[src/design/assert_macros.svh]
// Assertion helpers shared by the RTL files.
`ifndef ASSERT_MACROS_SVH
`define ASSERT_MACROS_SVH

// Clocked property, switched off while reset is asserted.
`define ASSERT_CLK(label, clock, rst_n, prop) \
	label: assert property (@(posedge clock) disable iff (!rst_n) prop) \
		else $error("assertion failed");

// A condition that must never be seen at a clock edge out of reset.
`define ASSERT_NEVER(label, clock, rst_n, cond) \
	`ASSERT_CLK(label, clock, rst_n, !(cond))

`endif

[src/design/u8df_pkg.sv]
`default_nettype none
package u8df_pkg;

	// Queue between the classifying front and the decoding back.
	localparam int QDEPTH = 4;
	localparam int QAW    = $clog2(QDEPTH);
	localparam int QCW    = $clog2(QDEPTH + 1);

	localparam logic [6:0] SLASH_CHAR = 7'd47;
	localparam logic [6:0] ZERO_CHAR  = 7'd48;

	localparam logic [15:0] SUP_ONE   = 16'h00B9;
	localparam logic [15:0] SUP_TWO   = 16'h00B2;
	localparam logic [15:0] SUP_THREE = 16'h00B3;

	localparam int FOLD_RANGES = 6;
	localparam logic [15:0] FOLD_BASE [FOLD_RANGES] = '{
		16'h0030, 16'h0660, 16'h06F0, 16'h07C0, 16'h0966, 16'h09E6
	};

	typedef enum logic [1:0] {
		BK_ASCII = 2'd0,
		BK_CONT  = 2'd1,
		BK_LEAD2 = 2'd2,
		BK_LEAD3 = 2'd3
	} byte_kind_t;

	typedef struct packed {
		byte_kind_t  kind;
		logic [7:0]  data;
		logic        last;
	} q_entry_t;

	// Folds a decoded code point to an ASCII digit, or to a slash.
	function automatic logic [6:0] fold_code(input logic [15:0] cp);
		logic [6:0]  r;
		logic [15:0] off;
		int          k;
		r = SLASH_CHAR;
		for (k = 0; k < FOLD_RANGES; k++) begin
			off = cp - FOLD_BASE[k];
			if (cp >= FOLD_BASE[k] && off < 16'd10)
				r = ZERO_CHAR + off[6:0];
		end
		if (cp == SUP_ONE)   r = ZERO_CHAR + 7'd1;
		if (cp == SUP_TWO)   r = ZERO_CHAR + 7'd2;
		if (cp == SUP_THREE) r = ZERO_CHAR + 7'd3;
		return r;
	endfunction

endpackage
`default_nettype wire

[src/design/u8df_front.sv]
`default_nettype none
`include "assert_macros.svh"
module u8df_front import u8df_pkg::*; (
	input  wire logic       clk,
	input  wire logic       arst_n,
	input  wire logic       in_valid,
	output logic            in_ready,
	input  wire logic [7:0] in_byte,
	input  wire logic       in_last,
	output logic            q_valid,
	output q_entry_t        q_item,
	input  wire logic       q_pop
);

	q_entry_t         mem_q [QDEPTH];
	logic [QAW-1:0]   wptr_q, rptr_q;
	logic [QCW-1:0]   cnt_q;
	logic             push;
	q_entry_t         cls;

	// The kind of a byte depends only on its top bits.
	always_comb begin
		cls.data = in_byte;
		cls.last = in_last;
		priority if (!in_byte[7])            cls.kind = BK_ASCII;
		else if (in_byte[7:5] == 3'b111)     cls.kind = BK_LEAD3;
		else if (in_byte[7:6] == 2'b11)      cls.kind = BK_LEAD2;
		else                                 cls.kind = BK_CONT;
	end

	assign in_ready = (cnt_q != QCW'(QDEPTH));
	assign push     = in_valid && in_ready;
	assign q_valid  = (cnt_q != '0);
	assign q_item   = mem_q[rptr_q];

	always_ff @(posedge clk) begin
		if (push) mem_q[wptr_q] <= cls;
	end

	always_ff @(posedge clk or negedge arst_n) begin
		if (!arst_n) begin
			wptr_q <= '0;
			rptr_q <= '0;
			cnt_q  <= '0;
		end else begin
			if (push) wptr_q <= wptr_q + QAW'(1);
			if (q_pop) rptr_q <= rptr_q + QAW'(1);
			if (push && !q_pop) cnt_q <= cnt_q + QCW'(1);
			else if (!push && q_pop) cnt_q <= cnt_q - QCW'(1);
		end
	end

	`ASSERT_CLK(a_cnt_bound, clk, arst_n, cnt_q <= QCW'(QDEPTH))
	`ASSERT_NEVER(a_pop_empty, clk, arst_n, q_pop && !q_valid)
	`ASSERT_CLK(a_ptr_gap, clk, arst_n,
		(cnt_q == '0 || cnt_q == QCW'(QDEPTH)) |-> (wptr_q == rptr_q))

endmodule
`default_nettype wire

[src/design/u8df_back.sv]
`default_nettype none
`include "assert_macros.svh"
module u8df_back import u8df_pkg::*; (
	input  wire logic       clk,
	input  wire logic       arst_n,
	input  wire logic       q_valid,
	input  wire q_entry_t   q_item,
	output logic            q_pop,
	output logic            out_valid,
	input  wire logic       out_ready,
	output logic [6:0]      out_char,
	output logic            out_last
);

	logic [1:0]  pend_q, pend_n;
	logic [15:0] acc_q, acc_n, acc_sh;
	logic        ovalid_q;
	logic [6:0]  ochar_q, emit_char;
	logic        olast_q, emit, emit_last;
	logic [1:0]  pend_dec;

	// A new item is taken whenever the result register is free or drains now.
	assign q_pop    = q_valid && (!ovalid_q || out_ready);
	assign acc_sh   = {acc_q[9:0], q_item.data[5:0]};
	assign pend_dec = pend_q - 2'd1;

	always_comb begin
		pend_n    = pend_q;
		acc_n     = acc_q;
		emit      = 1'b0;
		emit_char = SLASH_CHAR;
		emit_last = q_item.last;
		if (pend_q != '0) begin
			// Any byte continues an open sequence.
			if (pend_dec == '0) begin
				emit      = 1'b1;
				emit_char = fold_code(acc_sh);
				pend_n    = '0;
				acc_n     = '0;
			end else if (q_item.last) begin
				emit   = 1'b1;
				pend_n = '0;
				acc_n  = '0;
			end else begin
				pend_n = pend_dec;
				acc_n  = acc_sh;
			end
		end else begin
			unique case (q_item.kind)
				BK_ASCII: begin
					emit      = 1'b1;
					emit_char = q_item.data[6:0];
				end
				BK_CONT: begin
					emit = 1'b1;
				end
				BK_LEAD2: begin
					pend_n = 2'd1;
					acc_n  = {11'd0, q_item.data[4:0]};
				end
				BK_LEAD3: begin
					pend_n = 2'd2;
					acc_n  = {12'd0, q_item.data[3:0]};
				end
				default: begin
					emit = 1'b1;
				end
			endcase
			// A lead byte that ends its token is a cut-off sequence.
			if ((q_item.kind == BK_LEAD2 || q_item.kind == BK_LEAD3) && q_item.last) begin
				emit   = 1'b1;
				pend_n = '0;
				acc_n  = '0;
			end
		end
	end

	always_ff @(posedge clk or negedge arst_n) begin
		if (!arst_n) begin
			pend_q   <= '0;
			acc_q    <= '0;
			ovalid_q <= 1'b0;
		end else begin
			if (q_pop) begin
				pend_q <= pend_n;
				acc_q  <= acc_n;
			end
			if (q_pop && emit) ovalid_q <= 1'b1;
			else if (out_ready) ovalid_q <= 1'b0;
		end
	end

	always_ff @(posedge clk) begin
		if (q_pop && emit) begin
			ochar_q <= emit_char;
			olast_q <= emit_last;
		end
	end

	assign out_valid = ovalid_q;
	assign out_char  = ochar_q;
	assign out_last  = olast_q;

	`ASSERT_NEVER(a_pend_range, clk, arst_n, pend_q == 2'd3)
	`ASSERT_CLK(a_idle_acc, clk, arst_n, (pend_q == '0) |-> (acc_q == '0))
	`ASSERT_CLK(a_emit_idle, clk, arst_n, (q_pop && emit) |=> (pend_q == '0))

endmodule
`default_nettype wire

[src/design/utf8_native_digit_folder_core.sv]
`default_nettype none
// UTF-8 digit folder: token bytes come in on the slave stream one item per
// byte, and one ASCII character leaves on the master stream for each decoded
// character. Bytes below 128 pass straight through; two- and three-byte
// sequences are gathered without checking the continuation bytes, and the
// resulting code point becomes '0' to '9' if it is an ASCII, Arabic-Indic,
// extended Arabic-Indic, NKo, Devanagari or Bengali digit, '1' to '3' for
// superscript one to three, and '/' otherwise. A stray continuation byte
// gives '/', as does a sequence cut off by the end of the token, and tlast
// marks the last character of each token. One byte is taken every cycle
// while the queue has room: a four-item queue separates the classifying
// front from the decoder, and a single result register feeds the master
// side, so while a finished character waits there the slave side keeps
// taking bytes until the queue is full. A byte that completes a character
// goes through the queue and then the result register to the master side.
`include "assert_macros.svh"
module utf8_native_digit_folder_core import u8df_pkg::*; (
	input  wire logic       clk,
	input  wire logic       arst_n,
	input  wire logic       s_axis_tvalid,
	output logic            s_axis_tready,
	input  wire logic [7:0] s_axis_tdata,   // [7:0] in_byte
	input  wire logic       s_axis_tlast,   // token_end
	output logic            m_axis_tvalid,
	input  wire logic       m_axis_tready,
	output logic [7:0]      m_axis_tdata,   // [6:0] out_char, [7] zero
	output logic            m_axis_tlast    // out_last
);

	logic       q_valid, q_pop;
	q_entry_t   q_item;
	logic [6:0] out_char;

	// The front sorts each byte into ASCII, continuation or lead kinds and queues it.
	u8df_front u_front (
		.clk      (clk),
		.arst_n   (arst_n),
		.in_valid (s_axis_tvalid),
		.in_ready (s_axis_tready),
		.in_byte  (s_axis_tdata),
		.in_last  (s_axis_tlast),
		.q_valid  (q_valid),
		.q_item   (q_item),
		.q_pop    (q_pop)
	);

	// The back holds the sequence state, folds code points and owns the result register.
	u8df_back u_back (
		.clk       (clk),
		.arst_n    (arst_n),
		.q_valid   (q_valid),
		.q_item    (q_item),
		.q_pop     (q_pop),
		.out_valid (m_axis_tvalid),
		.out_ready (m_axis_tready),
		.out_char  (out_char),
		.out_last  (m_axis_tlast)
	);

	assign m_axis_tdata = {1'b0, out_char};

	// A full queue with nothing leaving must hold off the input side.
	`ASSERT_CLK(a_hold_off, clk, arst_n,
		(!s_axis_tready && !q_pop) |=> !s_axis_tready)

endmodule
`default_nettype wire

[config.mk]
export PLATFORM = sky130hd
export DESIGN_NAME = utf8_native_digit_folder_core
export DESIGN_NICKNAME = d
export VERILOG_FILES = /design/src/design/u8df_pkg.sv /design/src/design/u8df_front.sv /design/src/design/u8df_back.sv /design/src/design/utf8_native_digit_folder_core.sv
export VERILOG_INCLUDE_DIRS = /design/src /design/src/design
export SDC_FILE = /design/constraint.sdc
export NUM_CORES = 1
export LEC_CHECK = 0
export ABC_AREA = 1
export ABC_CLOCK_PERIOD_IN_PS = 3000
export BUFFER_PORTS_ARGS = -buffer_cell sky130_fd_sc_hd__buf_4
export CORE_MARGIN = 4
export CORE_UTILIZATION = 50
export CTS_CLUSTER_DIAMETER = 40
export DETAILED_ROUTE_END_ITERATION = 10
export GPL_ROUTABILITY_DRIVEN = 0
export PLACE_DENSITY = 0.7
export SETUP_SLACK_MARGIN = 0.1
export SLEW_MARGIN = 15
export SYNTH_ARGS = -nofsm -noshare
export SYNTH_HDL_FRONTEND = slang
export SYNTH_HIERARCHICAL = 1
export SYNTH_SLANG_ARGS = --single-unit
[constraint.sdc]
create_clock -name clk -period 3 [get_ports clk]
set_input_delay 0.3 -clock clk [delete_from_list [all_inputs] [get_ports clk]]
set_output_delay 0.3 -clock clk [all_outputs]
set_load 0.02 [all_outputs]
* Yosys cells after proc, flatten, opt, wreduce, memory -nomap -nowiden
Memory sizes are Yosys's and may differ from the RTL's. Cells that the tools add are included.
Operators by class: divide/modulo/power cells 0, reduce and logical (&&, ||, !) cells 26, shifts and indexed selects 0, multiply operators 0, equal/unequal tests 9, add/sub/neg operators 17, order comparisons 12, bitwise logic cells 0, mux-type cells 36
Operators by type and width (count):
- < comparator 16 x 4 -> 1 bit, second input constant | 6
- two-way mux 7 bit | 12
- equality test 16 x 8 -> 1 bit, second input constant | 3
- >= comparator 16 x 11 -> 1 bit, second input constant | 3
- subtractor 16 x 11 -> 16 bit, second input constant | 3
- adder 6 x 7 -> 7 bit, first input constant | 6
- two-way mux 10 bit | 4
- >= comparator 16 x 12 -> 1 bit, second input constant | 2
- subtractor 16 x 12 -> 16 bit, second input constant | 2
- case mux 10 bit (2 select lines) | 1
- >= comparator 16 x 6 -> 1 bit, second input constant | 1
- subtractor 16 x 6 -> 16 bit, second input constant | 1
- two-way mux 2 bit | 7
- logical AND 1 bit | 12
- two-way mux 1 bit | 9
- equality test 2 bit, second input constant | 3
- two-way mux 3 bit | 2
- nonzero test 2 bit | 3
- adder 2 x 1 -> 2 bit, second input constant | 2
- logical NOT 2 bit | 2
- case mux 2 bit (2 select lines) | 1
- nonzero test 4 bit | 1
- adder 3 x 1 -> 3 bit, second input constant | 1
- equality test 3 bit, second input constant | 1
- 9 further kinds | 12
Word-level totals: ROM bits 0, flip-flop bits (word level) 28, output and inout port bits 11, RAM bits 44, input port bits 13, memories 1, latch bits 0, word-level logic and storage cells 109
Memory list:
- u_front.mem_q | words 4, bits a word 11, rd ports 1, clocked after memory_dff 0, wr ports 1, RTL line u8df_front.sv:15 | q_entry_t mem_q [QDEPTH];

* Longest topological paths before layout
Gate-level depths: netlist of the first run. An unclocked memory read counts as a cell.
depth after elaboration 15, gate-level depth with buffers 25, depth with buffers taken out 23

* Modules after synthesis
The synthesis of the first run kept the hierarchy.
By module, submodules not included:
- u8df_back | times used 1, cells each 456, sequential area each 565.5 µm², area an instance 2696.3 µm²
- u8df_front | times used 1, cells each 185, sequential area each 1496.4 µm², area an instance 2218.4 µm²
- utf8_native_digit_folder_core | times used 1, cells each 2, sequential area each 0.0 µm², area an instance 11.3 µm²

* Least setup slack after synthesis of the first run
OpenSTA, ideal clock, no wires.
path kind reg-to-reg, from register u_front.rptr_q[0], to register u_back.ochar_q[4], in the netlist u_back/out_char[4] (data pin), cell stages (with the launch flop) 21, arrival 2.492 ns, period minus slack after synthesis 2.745 ns, slack 0.255 ns, buffers on the path 2, cell sequence dfrtp_1 > buf_6 > buf_6 > o211ai_1 > nand2_1 > ha_1 > inv_1 > nand2_2 > xor2_1 > ha_1 > nand4_1 > nand3b_1 > nand2_1 > nor2_1 > nand2_1 > nor2_2 > nor2_4 > nand3_1 > nand2_1 > nand2_1 > nand2_1
RTL lines:
- start, declared | RTL line u8df_front.sv:16 | logic [QAW-1:0] wptr_q, rptr_q;
- start signal, assigned | RTL line u8df_front.sv:47 | if (q_pop) rptr_q <= rptr_q + QAW'(1);
- end signal, assigned | RTL line u8df_back.sv:95 | ochar_q <= emit_char;
- end, declared | RTL line u8df_back.sv:18 | logic [6:0] ochar_q, emit_char;

==> results of run 1 <==
-- stage by stage --
stage,utilization [%],cells
floorplan,-,632
global placement,54.2,776
CTS,56.9,793
global route,60.7,809
detailed placement,54.2,776
finish,60.7,809
-- registers in the layout, summed over array words and instances (netlist names) --
name,flops
u_front/mem_q,40
u_front/cnt_q,3
u_back/acc_q,10
u_back/out_valid,1
u_back/pend_q,2
u_front/wptr_q,2
u_back/out_last,1
u_front/rptr_q,2
u_back/out_char,7
-- area by class of cell --
type | instances | share of cell area (%)
timing repair buffer | 53 | 7.63
clock buffer | 10 | 2.26
sequential | 68 | 34.4
tap | 129 | 2.86
multi-input combinational | 452 | 44.6
inverter | 91 | 6.24
clock inverter | 6 | 2.00
-- worst min-delay path by stage --
stage                                                to  slack, ns
after floorplan             u_back/acc_q[0]$_DFFE_PN0P_      0.004
after global placement    u_front/wptr_q[1]$_DFFE_PN0P_       0.20
after detailed placement  u_front/wptr_q[1]$_DFFE_PN0P_       0.20
after CTS                 u_front/mem_q[1][3]$_DFFE_PP_       0.14
after global routing      u_front/mem_q[1][1]$_DFFE_PP_       0.13
final                      u_back/out_valid$_DFFE_PN0P_       0.15
-- timing repair --
| item | in CTS | in global routing |
|---|---|---|
| hold buffers | 1 | 0 |
| endpoints found under the setup margin | 0 | 6 |
| setup buffers | 0 | 15 |
| hold endpoints to repair | 20 | 0 |
| gates resized for setup | 0 | 67 |
-- report_power, final --
group          internal, uW  leakage, uW  switching [uW]
Clock                   554     0.000120             361
Sequential             1330     0.000689             288
Combinational          1630      0.00181            2770
-- critical path, delay by kind of cell, from the launching register on --
kind,cells,cell delay (ns)
and+or+nand+nor,8,1.13
adders and majority gates,1,0.22
buffers and inverters,2,0.33
AOI/OAI and AO/OA,2,0.29
xor gates and xnor gates,1,0.16
DFF,1,0.42
-- layer usage --
layer  global-route usage [%]  vias to the layer above  share of wire (%)
li1                         -                     2123                  -
met1                     28.7                     2062                 43
met2                     35.9                      179                 48
met3                     4.35                       30                6.8
met4                     7.77                        0                2.9
met5                        0                        -                  0
==> impl_metrics.env, run 1 <==
export IMPL_cts_path_max_buffers=2
export IMPL_drc=0
export IMPL_final_nets=708
export IMPL_dp_final_hpwl_um=8810
export IMPL_core_rowCount=35
export IMPL_start_util_pct=51.4
export IMPL_arrival_ns=2.90
export IMPL_grt_usage_pct=21.9
export IMPL_fp_dieH_um=106
export IMPL_preCtsSetupSlack_ns=0.126
export IMPL_rsz0062_at_grt="yes"
export IMPL_first_pass_iters=6
export IMPL_drive_gt1_share_pct=21.6
export IMPL_worst_pin_slew_ns=0.710
export IMPL_wirelength_um=12300
export IMPL_diodes=0
export IMPL_die_area_um2=11200
export IMPL_io_buffers=22
export IMPL_fillers=822
export IMPL_first_global_vias=4203
export IMPL_grt_max_degree=23
export IMPL_total_power_uw=6930
export IMPL_setup_viol=0
export IMPL_path_clk_slew_ns=0.08
export IMPL_worstPathRequired_ns=3.06
export IMPL_end_kind="flop"
export IMPL_multi_input_area_um2=2510
export IMPL_cpMaxStageDelayCell="dfrtp_1"
export IMPL_power_density_nw_per_um2=1230
export IMPL_cpPeakStageDelay_ns=0.42
export IMPL_syn_inst=632
export IMPL_hold_viol_final=0
export IMPL_layout_common_cells="170 x nand2_1, 77 x inv_1, 59 x nor2_1"
export IMPL_finClkSkew_ns=0.0111
export IMPL_clock_sinks=68
export IMPL_syn_area_um2=4770
export IMPL_final_area_um2=5640
export IMPL_max_freq_ghz=0.353
export IMPL_status="finished clean"
export IMPL_mostFrequentLayoutCell="nand2_1"
export IMPL_grt_pass1_wl_um=19500
export IMPL_timing_rr_end="u_back/out_char[3]$_DFFE_PP_"
export IMPL_crit_chain="buf_6, o211ai_1, nand2_2, buf_6, ha_1, nand2_2, nand3_2, nor2_4, xor2_1, nand4_1, nand4_1, nand2_1, nand3_1, a21oi_1"
export IMPL_crit_start="u_front/rptr_q[0]$_DFFE_PN0P_"
export IMPL_placed_area_um2=5030
export IMPL_design_core_area_um2=9280
export IMPL_worst_setup_path_start_kind="flop"
export IMPL_fin_crit_ns=2.83
export IMPL_drv_slew=0
export IMPL_viasPerCell=5.43
export IMPL_hp_class="in2reg"
export IMPL_post_route_period_util_pct=94.5
export IMPL_antenna_found_initial=0
export IMPL_maxCapViolations=0
export IMPL_seqCellArea_um2=1940
export IMPL_p_leak_uw=0.00262
export IMPL_reg2reg_from="u_front/rptr_q[0]$_DFFE_PN0P_"
export IMPL_synthesis_nets=665
export IMPL_cts_tree="built"
export IMPL_crit_type="reg2reg"
export IMPL_num_vias=4394
export IMPL_wl_per_cell_um=15.3
export IMPL_hold_slack_ns=0.155
export IMPL_ff2ff_path_depth=14
export IMPL_areaGrowthSynthToFinish_pct=18.1
export IMPL_ant_nets=0
export IMPL_crit_path_max_fanout=8
export IMPL_hp_start="m_axis_tready"
export IMPL_first_iter_violations=339
export IMPL_avgSynthCellArea_um2=7.55
export IMPL_min_path_cells=2
export IMPL_numCtsBuffers=9
export IMPL_ir_worst_vdd_uv=616
export IMPL_yosysWarnings=6
export IMPL_crit_path_end="u_back/out_char[3]$_DFFE_PP_"
export IMPL_clk_latency_ns=0.34
export IMPL_root_buffer="clkbuf_8"
export IMPL_gr_total_overflow=0
export IMPL_rrSetupSlack_ns=0.17
export IMPL_relSlewSlack_pct=52.6
export IMPL_ios=24
export IMPL_htreeDepth=3
export IMPL_die_x_um=106
export IMPL_fin_tns_setup_ns=0
export IMPL_fin_ws_ns=0.166
Note: power is estimated with default switching activity, not from simulation.
==> run 2: changes to the inputs <==
--- a/config.mk
+++ b/config.mk
@@ -9,6 +9,8 @@
 export ABC_AREA = 1
 export ABC_CLOCK_PERIOD_IN_PS = 3000
 export BUFFER_PORTS_ARGS = -buffer_cell sky130_fd_sc_hd__buf_4
+export CAP_MARGIN = 40
+export CORE_ASPECT_RATIO = 0.7
 export CORE_MARGIN = 4
 export CORE_UTILIZATION = 50
 export CTS_CLUSTER_DIAMETER = 40
==> run 2 against run 1 <==
Effect of this change:
- register-to-register slack worse by 0.06 ns
- die area rose by 0.22%
- flip-flop and latch count unchanged
- via count increased by 1.4%
- global-route usage rose by 0.62 points
- clock power up 23%
- sequential share of layout area fell by 0.47 points
- fmax down 1.9%
- clock skew shrank 0.0056 ns
==> impl_metrics.env, run 2 (synthesized netlist as in run 1, its figures left out) <==
export IMPL_final_area_um2=5720
export IMPL_start_util_pct=52.0
export IMPL_viasPerCell=5.53
export IMPL_seq_power_share_pct=23.1
export IMPL_grt_max_degree=22
export IMPL_areaGrowthSynthToFinish_pct=19.8
export IMPL_cpPeakStageDelay_ns=0.49
export IMPL_core_rowCount=29
export IMPL_total_power_uw=7110
export IMPL_finClkSkew_ns=0.00550
export IMPL_antenna_found_initial=0
export IMPL_drc=0
export IMPL_final_nets=710
export IMPL_grt_pass1_wl_um=20400
export IMPL_setup_viol=0
export IMPL_end_kind="flop"
export IMPL_power_share_combinational_pct=61.1
export IMPL_hp_start="m_axis_tready"
export IMPL_hold_slack_ns=0.153
export IMPL_post_route_period_util_pct=96.3
export IMPL_p_sw_uw=3390
export IMPL_clock_sinks=68
export IMPL_wl_per_cell_um=15.8
export IMPL_dp_final_hpwl_um=9240
export IMPL_crit_start="u_front/rptr_q[0]$_DFFE_PN0P_"
export IMPL_cts_path_max_buffers=2
export IMPL_cp_top_family="simple AND/OR/NAND/NOR gates"
export IMPL_worst_setup_path_start_kind="flop"
export IMPL_placed_area_um2=5060
export IMPL_rsz0062_at_grt="yes"
export IMPL_first_global_vias=4029
export IMPL_hp_class="in2reg"
export IMPL_io_buffers=22
export IMPL_num_vias=4454
export IMPL_design_core_area_um2=9180
export IMPL_crit_chain="clkbuf_16, o211ai_1, nand2_2, buf_4, buf_4, nand3_2, nand2_1, nand2_2, nand2_1, xor2_1, nor2_1, nand3_2, nand2_1, nand2_1, nand3_1, nand2_1, nand2_1, nand2_1"
export IMPL_die_x_um=125
export IMPL_clk_latency_ns=0.33
export IMPL_p_leak_uw=0.00267
export IMPL_top_register="u_front/mem_q"
export IMPL_layout_common_cells="177 x nand2_1, 75 x inv_1, 60 x nor2_1"
export IMPL_first_pass_iters=5
export IMPL_fp_dieH_um=89.7
export IMPL_cts_tree="built"
export IMPL_drv_slew=0
export IMPL_path_clk_slew_ns=0.06
export IMPL_cpMostUsedCell="nand2_1"
export IMPL_hold_viol_final=0
export IMPL_arrival_ns=2.97
export IMPL_crit_type="reg2reg"
export IMPL_worstPathRequired_ns=3.08
export IMPL_mostFrequentLayoutCell="nand2_1"
export IMPL_largest_register_ffs=40
export IMPL_clkPwrFrac_pct=15.9
export IMPL_grt_usage_pct=22.5
export IMPL_switching_share_pct=47.7
export IMPL_die_area_um2=11200
export IMPL_ant_nets=0
export IMPL_reg2reg_from="u_front/rptr_q[0]$_DFFE_PN0P_"
export IMPL_gr_total_overflow=0
export IMPL_first_iter_violations=543
export IMPL_status="finished clean"
export IMPL_ir_worst_vdd_uv=673
export IMPL_drive_gt1_share_pct=21.0
export IMPL_fin_crit_ns=2.89
export IMPL_path_buf_inv=3
export IMPL_ios=24
export IMPL_htreeDepth=3
export IMPL_cpMaxStageDelayCell="dfrtp_2"
export IMPL_power_density_nw_per_um2=1240
export IMPL_relSlewSlack_pct=51.8
export IMPL_root_buffer="clkbuf_16"
export IMPL_crit_path_max_fanout=6
export IMPL_diodes=0
export IMPL_intPower_uw=3720
export IMPL_wirelength_um=12700
export IMPL_numCtsBuffers=9
export IMPL_worst_pin_slew_ns=0.717
export IMPL_maxCapViolations=0
export IMPL_max_freq_ghz=0.346
export IMPL_fillers=778
==> run 2: cell type report <==
| type | count | area [um^2] | share of cell area (%) |
|---|---|---|---|
| sequential | 68 | 1940 | 34.0 |
| multi-input combinational | 452 | 2450 | 42.8 |
| tap | 124 | 155 | 2.71 |
| timing repair buffer | 55 | 499 | 8.73 |
| inverter | 91 | 352 | 6.15 |
| clock inverter | 7 | 98.8 | 1.73 |
| clock buffer | 9 | 225 | 3.94 |
==> run 2: per-layer routing <==
layer  up-vias  global-route usage (%)  part of all wire (%)
li1       2137                       -                     -
met1      2058                    34.2                    46
met2       235                    31.9                    43
met3        24                    5.69                    10
met4         0                    5.38                   1.4
met5         -                       0                     0
==> run 2: timing repair <==
| action | 4_1_cts | 5_1_grt |
|---|---|---|
| pin swaps | 1 | 31 |
| endpoints found under the setup margin | 4 | 6 |
| buffers inserted | 1 | 12 |
| resized for setup | 4 | 43 |
| cloned | 1 | 2 |
| hold buffers | 1 | 0 |
| hold endpoints to repair | 20 | 0 |
==> run 2: per-stage QoR <==
stage	instances	TNS [ns]	utilization, %	setup slack, ns
after floorplan	632	0	-	0.258
after global placement	772	0	55.0	0.147
after detailed placement	773	0	55.1	0.0793
after CTS	792	0	59.2	0.101
after global routing	806	-0.119	62.3	-0.0527
final	806	0	62.3	0.110
==> run 2: final timing paths <==
path | cells past startpoint | slack, ns | end
max in group asynchronous | 2 | 2.39 | u_front/rptr_q[0]$_DFFE_PN0P_
min in group asynchronous | 2 | 0.38 | u_front/cnt_q[2]$_DFFE_PN0P_
max reg2reg | 18 | 0.11 | u_back/out_char[4]$_DFFE_PP_
max | 18 | 0.11 | u_back/out_char[4]$_DFFE_PP_
min reg2reg | 2 | 0.52 | u_front/cnt_q[2]$_DFFE_PN0P_
min | 2 | 0.15 | u_back/out_valid$_DFFE_PN0P_
==> run 2: power by group through the flow <==
| stage | sequential [uW] | combinational (uW) | clock (uW) |
|---|---|---|---|
| 2_1_floorplan | 1540 | 2760 | 0 |
| 3_3_place_gp | 1620 | 3530 | 0 |
| 3_5_place_dp | 1620 | 3620 | 0 |
| 4_1_cts | 1610 | 3730 | 1160 |
| 5_1_grt | 1670 | 4800 | 1200 |
| 6_report | 1640 | 4340 | 1130 |
